===== config.mk =====
export PLATFORM = sky130hd
export DESIGN_NAME = ebpf_ctrl
export DESIGN_NICKNAME = d
export VERILOG_FILES = /design/src/rtl/ebpf_pkg.sv /design/src/rtl/ebpf_ctrl.sv
export SDC_FILE = /design/constraint.sdc
export NUM_CORES = 1
export LEC_CHECK = 0
export BUFFER_PORTS_ARGS = -buffer_cell sky130_fd_sc_hd__buf_2
export CORE_AREA = 2 2 39 41
export CTS_CLUSTER_DIAMETER = 50
export DETAILED_ROUTE_END_ITERATION = 8
export DIE_AREA = 0 0 41 43
export PLACE_DENSITY = 0.46
export SLEW_MARGIN = 5
export SYNTH_ARGS = -nofsm -noshare
export SYNTH_HDL_FRONTEND = slang
export SYNTH_SLANG_ARGS = --single-unit

===== constraint.sdc =====
create_clock -name clk_i -period 3.64 [get_ports clk_i]
set_clock_uncertainty 0.1 [all_clocks]
set_input_delay 0 -clock clk_i [delete_from_list [all_inputs] [get_ports clk_i]]
set_output_delay 0 -clock clk_i [all_outputs]
set_load 0.005 [all_outputs]

===== src/rtl/ebpf_pkg.sv =====
`timescale 1ns / 1ps
// ----------------------------------------------------------------------------
// eBPF ALU64 package
// Shared codes, command and status types for the execute core.
// ----------------------------------------------------------------------------
package ebpf_pkg;

  localparam logic [2:0] CLASS_ALU64 = 3'd7;

  typedef enum logic [3:0] {
    OP_ADD  = 4'd0,
    OP_SUB  = 4'd1,
    OP_MUL  = 4'd2,
    OP_DIV  = 4'd3,
    OP_OR   = 4'd4,
    OP_AND  = 4'd5,
    OP_LSH  = 4'd6,
    OP_RSH  = 4'd7,
    OP_NEG  = 4'd8,
    OP_MOD  = 4'd9,
    OP_XOR  = 4'd10,
    OP_MOV  = 4'd11,
    OP_ARSH = 4'd12,
    OP_R13  = 4'd13,
    OP_R14  = 4'd14,
    OP_R15  = 4'd15
  } op_e;

  localparam logic [1:0] ST_DONE   = 2'd0;
  localparam logic [1:0] ST_CLASS  = 2'd1;
  localparam logic [1:0] ST_OP     = 2'd2;
  localparam logic [1:0] ST_BADREG = 2'd3;

  typedef struct packed {
    logic load;     // capture operands and decode
    logic mul_lo;   // first multiplier step
    logic mul_hi;   // second multiplier step
    logic div_step; // one restoring division step
    logic finish;   // compute and write back
  } cmd_t;

  typedef struct packed {
    logic       is_mul;
    logic       is_div;
    logic       div_last;
  } sts_t;

endpackage


===== src/rtl/ebpf_ctrl.sv =====
`timescale 1ns / 1ps
// ----------------------------------------------------------------------------
// eBPF controller
// Sequences load, multiply, divide, write-back and result handshake.
// ----------------------------------------------------------------------------
module ebpf_ctrl (
  input  logic           clk_i,
  input  logic           rst_ni,
  input  logic           in_valid_i,
  output logic           in_ready_o,
  output logic           out_valid_o,
  input  logic           out_ready_i,
  input  ebpf_pkg::sts_t sts_i,
  output ebpf_pkg::cmd_t cmd_o
);

  typedef enum logic [5:0] {
    S_IDLE = 6'b000001,
    S_MUL1 = 6'b000010,
    S_MUL2 = 6'b000100,
    S_DIV  = 6'b001000,
    S_FIN  = 6'b010000,
    S_OUT  = 6'b100000
  } state_e;

  state_e state_q, state_d;
  logic   out_valid_q, out_valid_d;
  logic   accept;

  always_comb begin
    in_ready_o  = (state_q == S_IDLE) && !out_valid_q;
    accept      = in_valid_i && in_ready_o;
    state_d     = state_q;
    out_valid_d = out_valid_q;
    cmd_o       = '0;
    if (out_valid_q && out_ready_i) out_valid_d = 1'b0;
    unique case (state_q)
      S_IDLE: begin
        if (accept) begin
          cmd_o.load = 1'b1;
          state_d = sts_i.is_mul ? S_MUL1 : (sts_i.is_div ? S_DIV : S_FIN);
        end
      end
      S_MUL1: begin
        cmd_o.mul_lo = 1'b1;
        state_d = S_MUL2;
      end
      S_MUL2: begin
        cmd_o.mul_hi = 1'b1;
        state_d = S_FIN;
      end
      S_DIV: begin
        cmd_o.div_step = 1'b1;
        if (sts_i.div_last) state_d = S_FIN;
      end
      S_FIN: begin
        cmd_o.finish = 1'b1;
        out_valid_d = 1'b1;
        state_d = S_IDLE;
      end
      default: state_d = S_IDLE;
    endcase
  end

  always_ff @(posedge clk_i or negedge rst_ni) begin
    if (!rst_ni) begin
      state_q     <= S_IDLE;
      out_valid_q <= 1'b0;
    end else begin
      state_q     <= state_d;
      out_valid_q <= out_valid_d;
    end
  end

  assign out_valid_o = out_valid_q;

endmodule


* Word level (Yosys, flattened, before mapping)
Cells that the tools add are included.
Storage, ports and cells: register bits after elaboration 7
Cells by class: equality and inequality tests 7, reductions and logical operators 6, mux-type cells 13
Operators with widths (count):
- $pmux W6 S4 | 1
- $mux W6 | 2
- $mux W5 | 2
- $mux W1 | 8
- $eq A6 B1 Y1 const B | 1
- $eq A6 B2 Y1 const B | 1
- $eq A6 B3 Y1 const B | 1
- $eq A6 B4 Y1 const B | 1
- $eq A6 B5 Y1 const B | 1
- $ne A2 B2 Y1 const B | 2
- $logic_and A1 B1 Y1 | 3
- $reduce_and A2 Y1 | 1
- $reduce_bool A2 Y1 | 1
- $logic_not A1 Y1 | 1

* Longest topological paths before layout
Gate-level depths: netlist of run 1.
depth in word-level cells 5, gate-level depth with buffers 3, gate-level depth less buffers 3

* Least setup slack after synthesis of run 1
Ideal clock, no wire load.
kind register to register, start register state_q[1], end register state_q[4], cell stages (with the launch flop) 4, path slack 2.294 ns, library setup time 0.087 ns, buffers on the path 0, clock period less this slack 1.346 ns, data required time 3.453 ns, data arrival time 1.159 ns, cell sequence dfrtp_1 or3_4 a2bb2oi_1 a211oi_2
Between the ends: longest elaborated chain between the ends 5, elaborated cells between the ends (all ways) 10, classes of those cells eq/ne (6); mux (1); reduce/logical (3)
Ends and longest elaborated chain:
- start: declaration | line ebpf_ctrl.sv:26 | state_e state_q, state_d;
- start signal: assignment | line ebpf_ctrl.sv:70 | state_q <= state_d;
- $eq A6 B1 Y1 | line ebpf_ctrl.sv:31, ebpf_ctrl.sv:37
- $logic_and A1 B1 Y1 | line ebpf_ctrl.sv:31 | in_ready_o = (state_q == S_IDLE) && !out_valid_q;
- $logic_and A1 B1 Y1 | line ebpf_ctrl.sv:32 | accept = in_valid_i && in_ready_o;
- $ne A2 B2 Y1 (no source line)
- $reduce_and A2 Y1 (no source line)
Several ways; a longest one is shown, not always the timed one. A chain may end at the register's enable or synchronous reset.

* Worst setup path in the final report of run 1
start register state_q[0], end register state_q[3]
The elaborated chain is that of the path after synthesis.

==> results of run 1 <==
power by group:
part	leakage (nW)	switching [W]	internal [W]
combinational	0.176	0.0000578	0.0000634
clock	0.0150	0.0000287	0.0000418
sequential	0.0789	0.0000208	0.0000861
cell type report:
type	count	share of cell area (%)
clock buffers	4	5.13
well taps	16	3.91
flip-flops and latches	6	29.6
inverters	2	1.47
multi-input cells	27	35.5
repair buffers	19	24.4
metrics by stage:
stage / std cells / total power, W
global route: 74 / 0.000321
floorplan: 36 / 0.000185
global placement: 64 / 0.000224
finish: 74 / 0.000299
CTS: 74 / 0.000300
detailed placement: 64 / 0.000223
routing by layer:
metal | vias up | track usage [%] | wire length (um)
met5 | - | 0 | 0
li1 | 170 | - | -
met1 | 153 | 14.1 | 362
met4 | 0 | 10.0 | 30
met3 | 5 | 1.57 | 46
met2 | 11 | 18.4 | 378
sequential cells by signal (all words and copies together), names as in the netlist:
name and cells:
out_valid_o 1, state_q 5
cell usage in the layout, fill, tap and decap left out, drive strengths merged, types with 2 or more instances in the layout:
master,Yosys,final
buf,1,13
nor2,7,7
dlygate4sd3,0,6
dfrtp,5,5
and3,4,4
clkbuf,0,4
inv,2,2
nor3b,2,2
nor3,2,2
repair_timing:
item	CTS	global route
hold endpoints to repair	10	0
hold buffers	6	0
buffers inserted	0	0
how the worst max path moves through the flow:
stage / end / from / slack [ps]
6_report: state_q[3] / state_q[0] / 1710
5_1_grt: state_q[3] / state_q[0] / 1590
4_1_cts: state_q[3] / state_q[0] / 1700
3_5_place_dp: state_q[4] / state_q[1] / 2220
3_3_place_gp: state_q[4] / state_q[1] / 2210
2_1_floorplan: state_q[4] / state_q[1] / 2290
logic make-up after synthesis:
kind of cell | after synthesis | synth area share [%]
xor gates and xnor gates | 1 | 2.52
buffers and inverters | 3 | 4.32
and+or+nand+nor | 21 | 36.3
DFF | 6 | 43.5
AOI/OAI and AO/OA | 5 | 13.3
==> results.py, run 1 <==
metrics = {
    "critical_path": {
        "r2r_cells": 4,
        "crit_family": "simple AND/OR/NAND/NOR gates",
        "crit_path_max_fanout": 5,
        "cp_cell_sequence": "nor3b_2 > and3_1 > a31o_1 > dlygate4sd3_1",
        "slowest_stage": "dfstp_2",
        "max_stage_delay_ps": 540,
        "cp-start-kind": "register",
        "worst-r2r-setup-slack_ps": 1710,
        "timing.rr.start": "state_q[0]",
        "critPathBufInv": 1,
        "required_ps": 3740,
        "crit_type": "register to register",
        "crit_cells": 4,
        "critPathArrivalTime_ps": 2030,
        "r2r-end": "state_q[3]",
        "cp-end-kind": "register",
    },
    "clocking": {
        "root_buffer": "clkbuf_4",
        "ctsResizeCount": 0,
        "htreeDepth": 1,
        "cts.sinks": 6,
        "path_clk_slew_ps": 50,
        "clk_latency_ps": 260,
        "cts_buffers": 3,
        "clock_path_buffers": 2,
        "cts_tree": "yes",
    },
    "route": {
        "drt_first_pass_iters": 4,
        "wl_um": 817,
        "wl_per_cell_um": 11.0,
        "vias_per_cell": 4.58,
        "drc": 0,
        "vias": 339,
        "drtIter0Drc": 20,
        "detail-route-antenna-nets": 0,
    },
    "sta": {
        "relSlewSlack_pct": 79.2,
        "rsz0062_at_grt": "false",
        "hold_viol_final": 0,
        "setup_slack_ps": 1710,
        "min_period_over_period_pct": 53.1,
        "fmax_mhz": 518,
        "setup_tns_ps": 0,
        "finalCriticalPeriod_ps": 1930,
        "slew_violations": 0,
        "setup_viol": 0,
        "worst_pin_slew_ps": 310,
        "whs_ps": 3.71,
    },
    "synth": {
        "synth_cell_types": 22,
        "ys_warn_count": 0,
        "yosys.area.top_type": "dfrtp_1",
        "syn_inst": 36,
        "synthTopCellsByCount": "7 x nor2_1, 5 x dfrtp_1, 4 x and3_1",
        "syn_avg_cell_area_sq_um": 9.66,
        "synth_edf_count": 0,
        "ys_ff_latch": 6,
        "yosysSeqAreaShare_pct": 43.5,
        "yosys-top-cells-area": "dfrtp_1 36%, dfstp_2 7.6%, nor2_1 7.6%",
        "syn-cell-area_sq_um": 348,
        "syn-num-nets": 43,
        "synthArstFlopShare_pct": 100,
        "ys.flop_type": "dfrtp_1",
        "yosysMostFrequentCell": "nor2_1",
        "synth_top_area_share_pct": 36.0,
    },
    "place": {
        "dp_hpwl_um": 596,
        "routabilityCongestion": 0.756,
        "placed_area_sq_um": 425,
        "port_buffers": 13,
        "dp_slack_ps": 2220,
    },
    "pwr": {
        "peakVddDrop_mv": 0.228,
        "powerDensity_mw_per_mm2": 584,
        "leakage_nw": 0.270,
    },
    "final_layout": {
        "antenna_cells": 0,
        "stdcell_area_sq_um": 512,
        "area_delta_synth_final_pct": 47.1,
        "multiInputGateArea_sq_um": 181,
        "fin_util_pct": 37.0,
        "seq_area_sq_um": 151,
        "drive_above_1_share_pct": 36.2,
        "n_fill_cell": 155,
        "fin_nets": 66,
    },
    "job": {
        "max-cap-violations": 0,
    },
    "floorplan": {
        "die_w_um": 41,
        "dieArea_sq_mm": 0.00176,
        "row_count": 14,
        "core_sq_mm": 0.00138,
        "initial_utilization_pct": 25.1,
        "die_h_um": 43,
        "pin_count": 14,
    },
    "grt": {
        "grt_pass1_wl_um": 1390,
        "grtUsageTotal_pct": 12.1,
        "antenna_found_initial": 0,
        "gr-total-overflow": 0,
        "grt_pass1_vias": 345,
        "grt_max_degree": 8,
    },
    "outcome": {
        "status": "finished clean",
    },
    "worst_hold_path": {
        "min_path_type": "input pin to asynchronous set/reset pin",
    },
}
Power figures use the tool's default switching activity.
==> run 2, diff against run 1 <==
--- a/config.mk
+++ b/config.mk
@@ -5,12 +5,13 @@
 export SDC_FILE = /design/constraint.sdc
 export NUM_CORES = 1
 export LEC_CHECK = 0
+export ABC_AREA = 1
 export BUFFER_PORTS_ARGS = -buffer_cell sky130_fd_sc_hd__buf_2
 export CORE_AREA = 2 2 39 41
 export CTS_CLUSTER_DIAMETER = 50
 export DETAILED_ROUTE_END_ITERATION = 8
 export DIE_AREA = 0 0 41 43
-export PLACE_DENSITY = 0.46
+export PLACE_DENSITY = 0.51
 export SLEW_MARGIN = 5
 export SYNTH_ARGS = -nofsm -noshare
 export SYNTH_HDL_FRONTEND = slang
==> constraint.sdc (replaced) <==
create_clock -name clk_i -period 2 [get_ports clk_i]
set_clock_uncertainty 0.1 [all_clocks]
set_input_delay 0 -clock clk_i [delete_from_list [all_inputs] [get_ports clk_i]]
set_output_delay 0 -clock clk_i [all_outputs]
set_load 0.005 [all_outputs]
==> run 2 against run 1 <==
Die area did not move. Sequential cell count did not move. Worst setup slack worse by 1400 ps. Non-clock buffer count decreased by 1. Final cell count grew 23%. Global-route usage rose by 1.8 points. Power grew to 2.5 times the previous value. Synthesized area grew 17%. Combinational power grew to 3.3 times the previous value. Fmax rose by 13%. Critical endpoint unchanged.
==> results.py, run 2 <==
metrics = {
    "synth": {
        "syn-cell-area_sq_um": 405,
        "synth_cell_types": 21,
        "synthArstFlopShare_pct": 100,
        "yosysMostFrequentCell": "inv_1",
        "yosys-top-cells-area": "dfrtp_1 31%, inv_1 10%, dfstp_2 6.5%",
        "syn-num-nets": 61,
        "yosys.area.top_type": "dfrtp_1",
        "synth_edf_count": 0,
        "ys.flop_type": "dfrtp_1",
        "syn_inst": 54,
        "ys_ff_latch": 6,
        "synthTopCellsByCount": "11 x inv_1, 7 x nor2_1, 6 x nand2_1",
        "ys_warn_count": 0,
        "synth_top_area_share_pct": 30.9,
        "yosysSeqAreaShare_pct": 37.3,
        "syn_avg_cell_area_sq_um": 7.51,
    },
    "sta": {
        "finalCriticalPeriod_ps": 1710,
        "setup_viol": 0,
        "setup_slack_ps": 291,
        "hold_viol_final": 0,
        "rsz0062_at_grt": "false",
        "fmax_mhz": 585,
        "setup_tns_ps": 0,
        "worst_pin_slew_ps": 191,
        "min_period_over_period_pct": 85.4,
        "relSlewSlack_pct": 87.3,
        "slew_violations": 0,
    },
    "route": {
        "wl_um": 895,
        "drc": 0,
        "drt_first_pass_iters": 4,
        "detail-route-antenna-nets": 0,
        "vias_per_cell": 4.24,
        "wl_per_cell_um": 9.84,
        "vias": 386,
        "drtIter0Drc": 22,
    },
    "clocking": {
        "htreeDepth": 1,
        "postCtsSetupRepairBufs": 0,
        "path_clk_slew_ps": 50,
        "root_buffer": "clkbuf_4",
        "clock_path_buffers": 2,
        "cts.sinks": 6,
        "clk_latency_ps": 250,
        "cts_buffers": 3,
        "ctsResizeCount": 0,
        "cts_tree": "yes",
        "ctsHoldBuffers": 5,
    },
    "floorplan": {
        "row_count": 14,
        "initial_utilization_pct": 29.3,
        "dieArea_sq_mm": 0.00176,
        "die_w_um": 41,
        "die_h_um": 43,
        "pin_count": 14,
        "core_sq_mm": 0.00138,
    },
    "grt": {
        "grt_pass1_wl_um": 1610,
        "grt_pass1_vias": 382,
        "grtUsageTotal_pct": 14.0,
        "gr-total-overflow": 0,
        "grt_max_degree": 7,
        "antenna_found_initial": 0,
    },
    "critical_path": {
        "crit_path_max_fanout": 5,
        "worst-r2r-setup-slack_ps": 290,
        "r2r_cells": 5,
        "timing.rr.start": "state_q[2]",
        "r2r-end": "state_q[3]",
        "cp-end-kind": "register",
        "required_ps": 2030,
        "critPathArrivalTime_ps": 1740,
        "cp-start-kind": "register",
        "crit_type": "register to register",
    },
    "final_layout": {
        "antenna_cells": 0,
        "final_common_cell": "buf_2",
        "multiInputGateArea_sq_um": 198,
        "largest_reg_flops": 5,
        "seq_area_sq_um": 151,
        "area_delta_synth_final_pct": 38.0,
        "drive_above_1_share_pct": 44.0,
        "fin_nets": 83,
        "largest-register": "state_q",
        "n_fill_cell": 130,
        "layout_common_cells": "13 x buf_2, 11 x inv_1, 7 x nor2_1, 6 x nand2_1",
    },
    "worst_hold_path": {
        "min_path_type": "input pin to asynchronous set/reset pin",
    },
    "place": {
        "port_buffers": 13,
        "dp_slack_ps": 826,
        "routabilityCongestion": 0.715,
        "dp_hpwl_um": 707,
    },
    "job": {
        "max-cap-violations": 0,
    },
    "pwr": {
        "power_w": 0.000757,
        "powerDensity_mw_per_mm2": 1350,
        "peakVddDrop_mv": 0.425,
        "leakage_nw": 0.321,
    },
    "outcome": {
        "status": "finished clean",
    },
}
==> run 2: cell types whose count changed after synthesis, sizes merged, moves of 2 or more <==
cell,previous run,this run
nor3b,2,0
and3,4,0
inv,2,13
o21ai,0,3
a21oi,0,2
nand3,0,3
nand2,1,9
nor2,7,13
==> run 2: worst max-delay path by stage <==
| stage | start | endpoint | slack (ps) | depth (start not counted) |
|---|---|---|---|---|
| detailed placement | state_q[2] | state_q[1] | 830 | 6 |
| global route | state_q[2] | state_q[3] | 180 | 5 |
| finish | state_q[2] | state_q[3] | 290 | 5 |
| CTS | state_q[2] | state_q[3] | 320 | 5 |
| floorplan | state_q[0] | state_q[4] | 900 | 5 |
| global placement | state_q[1] | state_q[1] | 810 | 6 |
==> run 2: cell type report <==
cell class / instances / area share [%]
clock buffers: 4 / 4.70
inverters: 13 / 8.72
multi-input cells: 34 / 35.3
flip-flops and latches: 6 / 27.1
well taps: 16 / 3.58
repair buffers: 18 / 20.6
==> run 2: logic make-up after synthesis <==
group                  Yosys count  synth area share, %
DFF                              6                 37.3
buffers and inverters           14                 13.9
AOI/OAI and AO/OA                6                 9.87
and+or+nand+nor                 28                 38.9
==> run 2: through the flow <==
stage | utilization (%) | cell area [sq um] | instances | hold WS, ps
6_report | 40.4 | 559 | 91 | 1.15
5_1_grt | 40.4 | 559 | 91 | 33.8
4_1_cts | 40.4 | 559 | 91 | 3.84
3_5_place_dp | 34.9 | 483 | 82 | -272
3_3_place_gp | 34.9 | 483 | 82 | -271
2_1_floorplan | - | 405 | 54 | -396
==> run 2: power by group <==
group	total [W]	internal (W)	switching (W)
Sequential	0.000233	0.000174	0.0000590
Combinational	0.000403	0.000165	0.000238
Clock	0.000121	0.0000757	0.0000455
Total	0.000757	0.000414	0.000343
==> run 2: routing by layer <==
layer / GRT usage [%] / vias up / share of wire, %
met1: 18.4 / 172 / 45
met4: 10.0 / 0 / 1.7
met3: 3.14 / 2 / 3.0
met2: 19.1 / 10 / 51
met5: 0 / - / 0
li1: - / 202 / -
==> run 2: worst max-delay path, cell delays in order (launching register included) <==
cell and delay [ps]:
dfrtp_1 430, nor2_4 140, nand3_2 130, a21oi_1 160
o21bai_1 70, dlygate4sd3_1 550
